$ cat src/rtl/core/scnh_pkg.sv
// Package for the segment/circle nearest-hit unit.
// Holds the field widths, command codes, the control state type and the slot tag.
// No dependencies.
`default_nettype none

package scnh_pkg;

    localparam int ID_BITS       = 16;
    localparam int RADIUS_BITS   = 12;
    localparam int SLOT_BITS     = 5;
    // Tag slot field is wide enough for the largest table the unit supports.
    localparam int TAG_SLOT_BITS = 6;

    localparam logic CMD_WRITE = 1'b0;
    localparam logic CMD_QUERY = 1'b1;

    typedef enum logic [2:0] {
        S_IDLE,
        S_SQ,
        S_DEN,
        S_SCAN,
        S_DRAIN,
        S_SUM
    } t_state;

    // Travels with each table read down the compute pipeline.
    typedef struct packed {
        logic                     vld;
        logic                     skip;
        logic [TAG_SLOT_BITS-1:0] slot;
    } t_tag;

endpackage

`default_nettype wire

$ cat src/rtl/core/scnh_table.sv
// Circle table: one synchronous memory with a registered read port and per-entry valid bits.
// Depends on scnh_pkg.
`default_nettype none

module scnh_table #(
    parameter int NUM_SLOTS  = 32,
    parameter int COORD_BITS = 16,
    parameter int AW         = $clog2(NUM_SLOTS)
) (
    input  wire logic                             i_clk,
    input  wire logic                             i_rst_n,
    input  wire logic                             i_wr_en,
    input  wire logic [scnh_pkg::SLOT_BITS-1:0]   i_wr_slot,
    input  wire logic [scnh_pkg::ID_BITS-1:0]     i_wr_id,
    input  wire logic signed [COORD_BITS-1:0]     i_wr_x,
    input  wire logic signed [COORD_BITS-1:0]     i_wr_y,
    input  wire logic [scnh_pkg::RADIUS_BITS-1:0] i_wr_r,
    input  wire logic                             i_rd_en,
    input  wire logic [AW-1:0]                    i_rd_addr,
    input  wire scnh_pkg::t_tag                   i_rd_tag,
    output scnh_pkg::t_tag                        o_rd_tag,
    output logic [scnh_pkg::ID_BITS-1:0]          o_id,
    output logic signed [COORD_BITS-1:0]          o_x,
    output logic signed [COORD_BITS-1:0]          o_y,
    output logic [scnh_pkg::RADIUS_BITS-1:0]      o_r
);
    import scnh_pkg::*;

    localparam int WW = ID_BITS + 2 * COORD_BITS + RADIUS_BITS;

    logic [WW-1:0]        r_mem [NUM_SLOTS];
    logic [NUM_SLOTS-1:0] r_valid;
    logic [WW-1:0]        r_rd_data;
    logic                 r_rd_vld;
    t_tag                 r_tag;
    logic [TAG_SLOT_BITS-1:0] wr_slot_ext;
    logic                 wr_ok;
    logic [AW-1:0]        wr_addr;

    // Writes beyond the table depth are dropped.
    assign wr_slot_ext = TAG_SLOT_BITS'(i_wr_slot);
    assign wr_ok       = wr_slot_ext < TAG_SLOT_BITS'(NUM_SLOTS);
    assign wr_addr     = wr_slot_ext[AW-1:0];

    // Memory write and registered read.
    always_ff @(posedge i_clk) begin
        if (i_wr_en && wr_ok) begin
            r_mem[wr_addr] <= {i_wr_id, i_wr_x, i_wr_y, i_wr_r};
        end
        if (i_rd_en) begin
            r_rd_data <= r_mem[i_rd_addr];
        end
    end

    // Valid bits and the read tag are control state.
    always_ff @(posedge i_clk) begin
        if (!i_rst_n) begin
            r_valid  <= '0;
            r_rd_vld <= 1'b0;
            r_tag    <= '0;
        end else begin
            if (i_wr_en && wr_ok) begin
                r_valid[wr_addr] <= 1'b1;
            end
            if (i_rd_en) begin
                r_rd_vld <= r_valid[i_rd_addr];
                r_tag    <= i_rd_tag;
            end
        end
    end

    // An entry never written reads as empty.
    assign o_rd_tag = r_tag;
    assign o_id     = r_rd_data[WW-1 -: ID_BITS];
    assign o_x      = r_rd_data[2*COORD_BITS+RADIUS_BITS-1 -: COORD_BITS];
    assign o_y      = r_rd_data[COORD_BITS+RADIUS_BITS-1 -: COORD_BITS];
    assign o_r      = r_rd_vld ? r_rd_data[RADIUS_BITS-1:0] : '0;

endmodule

`default_nettype wire

$ cat config.mk
export PLATFORM = sky130hd
export DESIGN_NAME = scnh_table
export DESIGN_NICKNAME = d
export VERILOG_FILES = /design/src/rtl/core/scnh_pkg.sv /design/src/rtl/core/scnh_table.sv
export SDC_FILE = /design/constraint.sdc
export NUM_CORES = 2
export LEC_CHECK = 0
export ABC_AREA = 1
export BUFFER_PORTS_ARGS = -buffer_cell sky130_fd_sc_hd__buf_2
export CORE_MARGIN = 2
export CORE_UTILIZATION = 40
export DETAILED_ROUTE_END_ITERATION = 10
export PLACE_DENSITY = 0.55
export SLEW_MARGIN = 20
export SYNTH_ARGS = -nofsm -noshare
export SYNTH_HDL_FRONTEND = slang
export SYNTH_SLANG_ARGS = --single-unit
$ cat constraint.sdc
create_clock -name i_clk -period 10 [get_ports i_clk]
set_input_delay 1 -clock i_clk [delete_from_list [all_inputs] [get_ports i_clk]]
set_output_delay 1 -clock i_clk [all_outputs]
set_load 0.02 [all_outputs]
# --- Word level (Yosys, flattened, before mapping) ---
# Memories as Yosys holds them, arrays and structs flattened. A register that Yosys moved wholly into a read port is not among the register bits.
# Cells that the tools add are included.
word_totals:
  regBits: 41
  ram_bits: 1920
  inputBits: 82
  output_inout_bits: 68
  elab_cells: 20
  mem_count: 1
mem_list:
  columns: ["memory", "depth", "width", "rd", "rd_ports_with_merged_regs", "write_ports", "line", "text"]
  rows:
  - ["r_mem", 32, 60, 1, 1, 1, "scnh_table.sv:31", "logic [WW-1:0] r_mem [NUM_SLOTS];"]
op_classes:
  n_lt_le_gt_ge: 4
  mux: 7
  bitwise: 1
  n_reduce_logical: 2
op_table:
  columns: ["op", "n"]
  rows:
  - ["OR 32 bit", 1]
  - ["< comparator 5 x 6 -> 1 bit (second input constant)", 3]
  - ["2-to-1 mux 12 bit", 1]
  - ["binary-select mux 1 bit (select 5 bit)", 1]
  - ["demux 1 bit (select 5 bit)", 1]
  - ["greater-or-equal comparator 5 x 1 -> 1 bit (second input constant)", 1]
  - ["2-to-1 mux 1 bit", 4]
  - ["logical AND 1 bit", 2]

# --- Longest topological paths before layout ---
depth:
  ltp_word: 5
  ltp_mapped: 13
  mapped_depth_nobuf: 9

# --- Worst setup path after synthesis ---
# No wires, ideal clock.
synth_path:
  kind: "input port to flip-flop"
  from: "input i_wr_en"
  to: "memory r_mem[31][0] (netlist bit) (enable)"
  setup_time_ps: 479
  arrival_time_ps: 3920
  required_time_ps: 9521
  setup_slack_ps: 5601
  path_stages: 4
  n_path_buf: 0
  path_cell_list: "inv_1 > nor3_1 > inv_1 > nor2_1"
synth_via:
  elab_chain_len: 3
synth_rtl:
  columns: ["element", "line", "text"]
  rows:
  - ["start, declared", "scnh_table.sv:12", "input wire logic i_wr_en,"]
  - ["logical AND 1 bit", "scnh_table.sv:47", "if (i_wr_en && wr_ok) begin"]
  - ["2-to-1 mux 1 bit", "scnh_table.sv:47", null]
  - ["2-to-1 mux 1 bit (not written as such)", "scnh_table.sv:48", "r_mem[wr_addr] <= {i_wr_id, i_wr_x, i_wr_y, i_wr_r};"]
  - ["end, declared", "scnh_table.sv:31", null]
# Every way passes these cells.

==> out/qor_table.md <==
| Quantity | Value | Unit |
|---|---|---|
| Pin count of the biggest net entering global routing | 197 | - |
| Antenna violation net count after detailed routing | 0 | - |
| Top Ports | 150 | - |
| Wire length of the first global-routing pass | 341000 | um |
| Standard-cell row count | 164 | - |
| Number of setup buffers added after CTS | 0 | - |
| DIE AREA | 0.205 | mm2 |
| Crit path setup slack, layout | 6.13 | ns |
| Required time of the worst setup path | 10.70 | ns |
| Sequential cell area fraction in the yosys report | 74.9 | % |
| Seq cells post-synth | 2021 | - |
| H-tree levels | 4 | - |
| CTS-repair resized insts | 0 | - |
| Via count of the first global-routing pass | 49400 | - |
| Proportion of power drawn by flip-flops and latches | 52.5 | % |
| Clock Path Buffers | 3 | - |
| Clock insertion delay at the later pin of the skew report | 0.85 | ns |
| Synth Net Count | 6603 | - |
| R2R cell count | 6 | - |
| Relative area change from synthesis to final layout | 11.9 | % |
| Count leader, synth | edfxtp_1 | - |
| Pins over their slew limit | 0 | - |
| Mean post-synth cell area | 12.3 | um2 |
| Global-route congestion overflow total | 0 | - |
| Kind of path behind the tightest hold check | primary input to register | - |
| Maximum VDD drop | 0.000195 | V |
| Effective utilization at floorplan | 40.2 | % |
| Dpl hpwl | 109000 | um |
| Count of nets after finishing | 6594 | - |
| Fraction of the cycle the final worst path needs | 38.7 | % |
| Total CTS buffers | 209 | - |
| Number of sinks handled by clock tree synthesis | 2021 | - |
| Max incr delay on CP | 0.79 | ns |
| Count of TritonRoute iterations in the first routing pass | 6 | - |
| Wire length per cell | 25.2 | um |
| Cells traversed along the worst timing path | buf_8 > inv_8 > buf_12 > buf_4 > nand2_1 > nand3_1 > nand2_1 > a21oi_1 > o31ai_1 > nand2_1 > nand2_1 > nand2_1 | - |
| Cell types occupying the most area after synthesis | edfxtp_1, nand2_1, nor2_1, nand3_1, o21ai_0 | - |
| Hold Buf Count CTS | 0 | - |
| Post-synth top area share | 73.9 | % |
| Sort of element at the end of the critical path | register | - |
| Power Dens Cells | 201 | mW/mm2 |
| Share of total power consumed by net switching | 22.5 | % |
| WL final | 236000 | um |
| Worst slew margin | 21.5 | % |
| Final Instance Count excl. Fillers | 9347 | - |
| Number of distinct library cells after synthesis | 18 | - |
| Yosys top cell by area | edfxtp_1 | - |
| Most numerous cell on the critical path | nand2_1 | - |
| Reg-to-reg critical path endpoint | r_rd_data[21]$_DFFE_PP_ | - |
| Switching power total | 4.07 | mW |
| Final Hold Fails | 0 | - |
| Gate power share | 5.6 | % |
| Final core utilization | 45.0 | % |
| Final weighted congestion in routability-driven placement | 0.747 | - |
| Number of instances in the placed design | 8957 | - |
| Startpoint of the worst-slack reg-to-reg timing path | r_mem[22][21]$_DFFE_PP_ | - |
| FF/Latch Area | 0.0603 | mm2 |
| Maximum Capacitance Violations | 0 | - |
| Count of unresolved DRC violations after routing | 0 | - |
| Slew at the pin with the worst max-slew slack | 1.18 | ns |
| Status | finished clean | - |
| HP Start | i_rd_tag[6] | - |
| Initial antenna violation count | 26 | - |
| Clock share of power | 41.9 | % |
| Top flip-flop cell by instance count after synthesis | edfxtp_1 | - |
| Final TNS setup | 0 | ns |
| Ratio of cells with drive above 1 in the final layout | 8.42 | % |
| 1st-iter DRT viols | 5884 | - |
| Async S/R FF share, synth | 0 | % |
| Worst reg2reg setup slack | 8.47 | ns |
| Pre-CTS WS | 5.30 | ns |
| Data arrival time of the worst path | 4.57 | ns |
| Setup violation total in the final timing report | 0 | - |
| Max stage delay cell, worst path | buf_4 | - |
| Clk Tree Root Cell | clkbuf_16 | - |
| Core footprint | 0.200 | mm2 |
| Gate count after technology mapping | 6521 | - |
| Lkg Pwr | 31.1 | nW |
| Unrepaired setup endpoints after global routing | false | - |
| Area of the multi-input gates | 0.0179 | mm2 |
| Yosys synthesis warning count | 0 | - |
| Input/output buffers | 149 | - |
| Crit Path Max Fanout | 184 | - |
| Total track usage | 22.6 | % |
| Terminating pin of the worst hold path | o_rd_tag[6]$_SDFFE_PN0P_ | - |
| Int Pwr | 14.0 | mW |
| Crit start category | primary input | - |
| Number of flops mapped to enable cells by yosys | 1980 | - |
| Post-synthesis instance area | 0.0804 | mm2 |
| Final Skew | 0.0220 | ns |
| Critical path type | primary input to register | - |
| Fill cell instance count of the final layout | 18100 | - |
| Worst Hold Depth | 3 | - |
| Die Wd | 452 | um |
| Ratio of routed vias to standard cells | 5.48 | - |
| TritonCTS clock tree | done | - |
| Final Critical Period | 3.87 | ns |
| Clock transition at path regs | 0.06 | ns |
| Vias | 51300 | - |
| Leading post-synthesis cells by instance count | edfxtp_1, nand2_1, nor2_1 | - |
| Height of the die | 452 | um |
| Max Clock Freq | 0.258 | GHz |
## cell usage in the layout (no fill, tap or decap), types with 2 or more instances in the layout
cell type	Yosys	layout
a21oi_1	361	361
buf_12	0	9
buf_2	147	143
buf_4	94	93
buf_6	5	2
buf_8	0	2
bufinv_16	0	14
clkbuf_1	184	57
clkbuf_16	0	214
clkbuf_8	0	5
clkinv_1	3	50
clkinv_2	0	27
clkinv_4	0	2
clkinv_8	0	2
clkinvlp_4	0	4
dfxtp_1	41	41
diode_2	0	7
edfxtp_1	1980	1980
inv_1	32	32
inv_16	0	5
inv_6	0	3
inv_8	0	4
nand2_1	1613	1613
nand3_1	446	446
nor2_1	832	800
nor2_4	0	32
nor3_1	12	12
o211ai_1	120	120
o21ai_0	429	429
o31ai_1	180	180
## worst max-delay path: cells and delay by family
| kind | cells | cell delay [ns] |
|---|---|---|
| buffers and inverters | 4 | 2.27 |
| AO/OA/AOI/OAI | 2 | 0.24 |
| AND/OR/NAND/NOR | 6 | 0.62 |
## layer usage
| metal | up-vias | GRT usage [%] | share of wire, % |
|---|---|---|---|
| li1 | 23200 | - | - |
| met1 | 25900 | 31.4 | 43 |
| met2 | 1892 | 37.6 | 48 |
| met3 | 335 | 3.25 | 6.9 |
| met4 | 12 | 5.69 | 2.1 |
| met5 | - | 0 | 0.065 |
## power by group through the flow
stage	Clock [mW]	Sequential, mW	Combinational (mW)
after floorplan	0	9.64	0.625
after global routing	8.02	9.48	1.12
after detailed placement	0	9.65	1.01
after CTS	7.69	9.47	1.02
after global placement	0	9.65	1.00
final	7.57	9.47	1.01
## registers in the layout, summed over array words and instances, names as in the netlist
| register | count |
|---|---|
| o_rd_tag | 8 |
| r_mem | 1920 |
| r_rd_data | 60 |
| r_rd_vld | 1 |
| r_valid | 32 |
## area by class of cell
type / count / area share (%)
antenna: 7 / 0.0195
tap: 2656 / 3.69
multi-input combinational: 3993 / 19.9
timing repair buffer: 250 / 1.86
clock inverter: 107 / 1.06
inverter: 37 / 0.191
sequential: 2021 / 67.0
clock buffer: 276 / 6.27
## logic make-up after synthesis
family / Yosys count / share of synthesized area [%]
buffers and inverters: 507 / 3.08
AND/OR/NAND/NOR: 2903 / 14.3
AO/OA/AOI/OAI: 1090 / 7.72
flip-flops: 2021 / 74.9
## how the worst max path moves through the flow
stage,from,endpoint,slack (ns),cells after the start
final,i_rd_addr[0],r_rd_data[45]$_DFFE_PP_,6.13,12
after global placement,i_rd_addr[0],r_rd_data[45]$_DFFE_PP_,5.33,12
after global routing,i_rd_addr[0],r_rd_data[5]$_DFFE_PP_,5.92,12
after floorplan,i_wr_en,r_mem[31][0]$_DFFE_PP_,5.60,4
after detailed placement,i_rd_addr[0],r_rd_data[5]$_DFFE_PP_,5.30,10
after CTS,i_rd_addr[0],r_rd_data[5]$_DFFE_PP_,6.20,10
## through the flow
step	cell area (um2)	power, mW	hold WS, ns
after global routing	90000	18.6	0.365
after floorplan	80400	10.3	0.440
after detailed placement	83400	10.7	0.457
final	90000	18.1	0.371
after CTS	90000	18.2	0.300
after global placement	83300	10.7	0.449
Power figures use the tool's default switching activity.
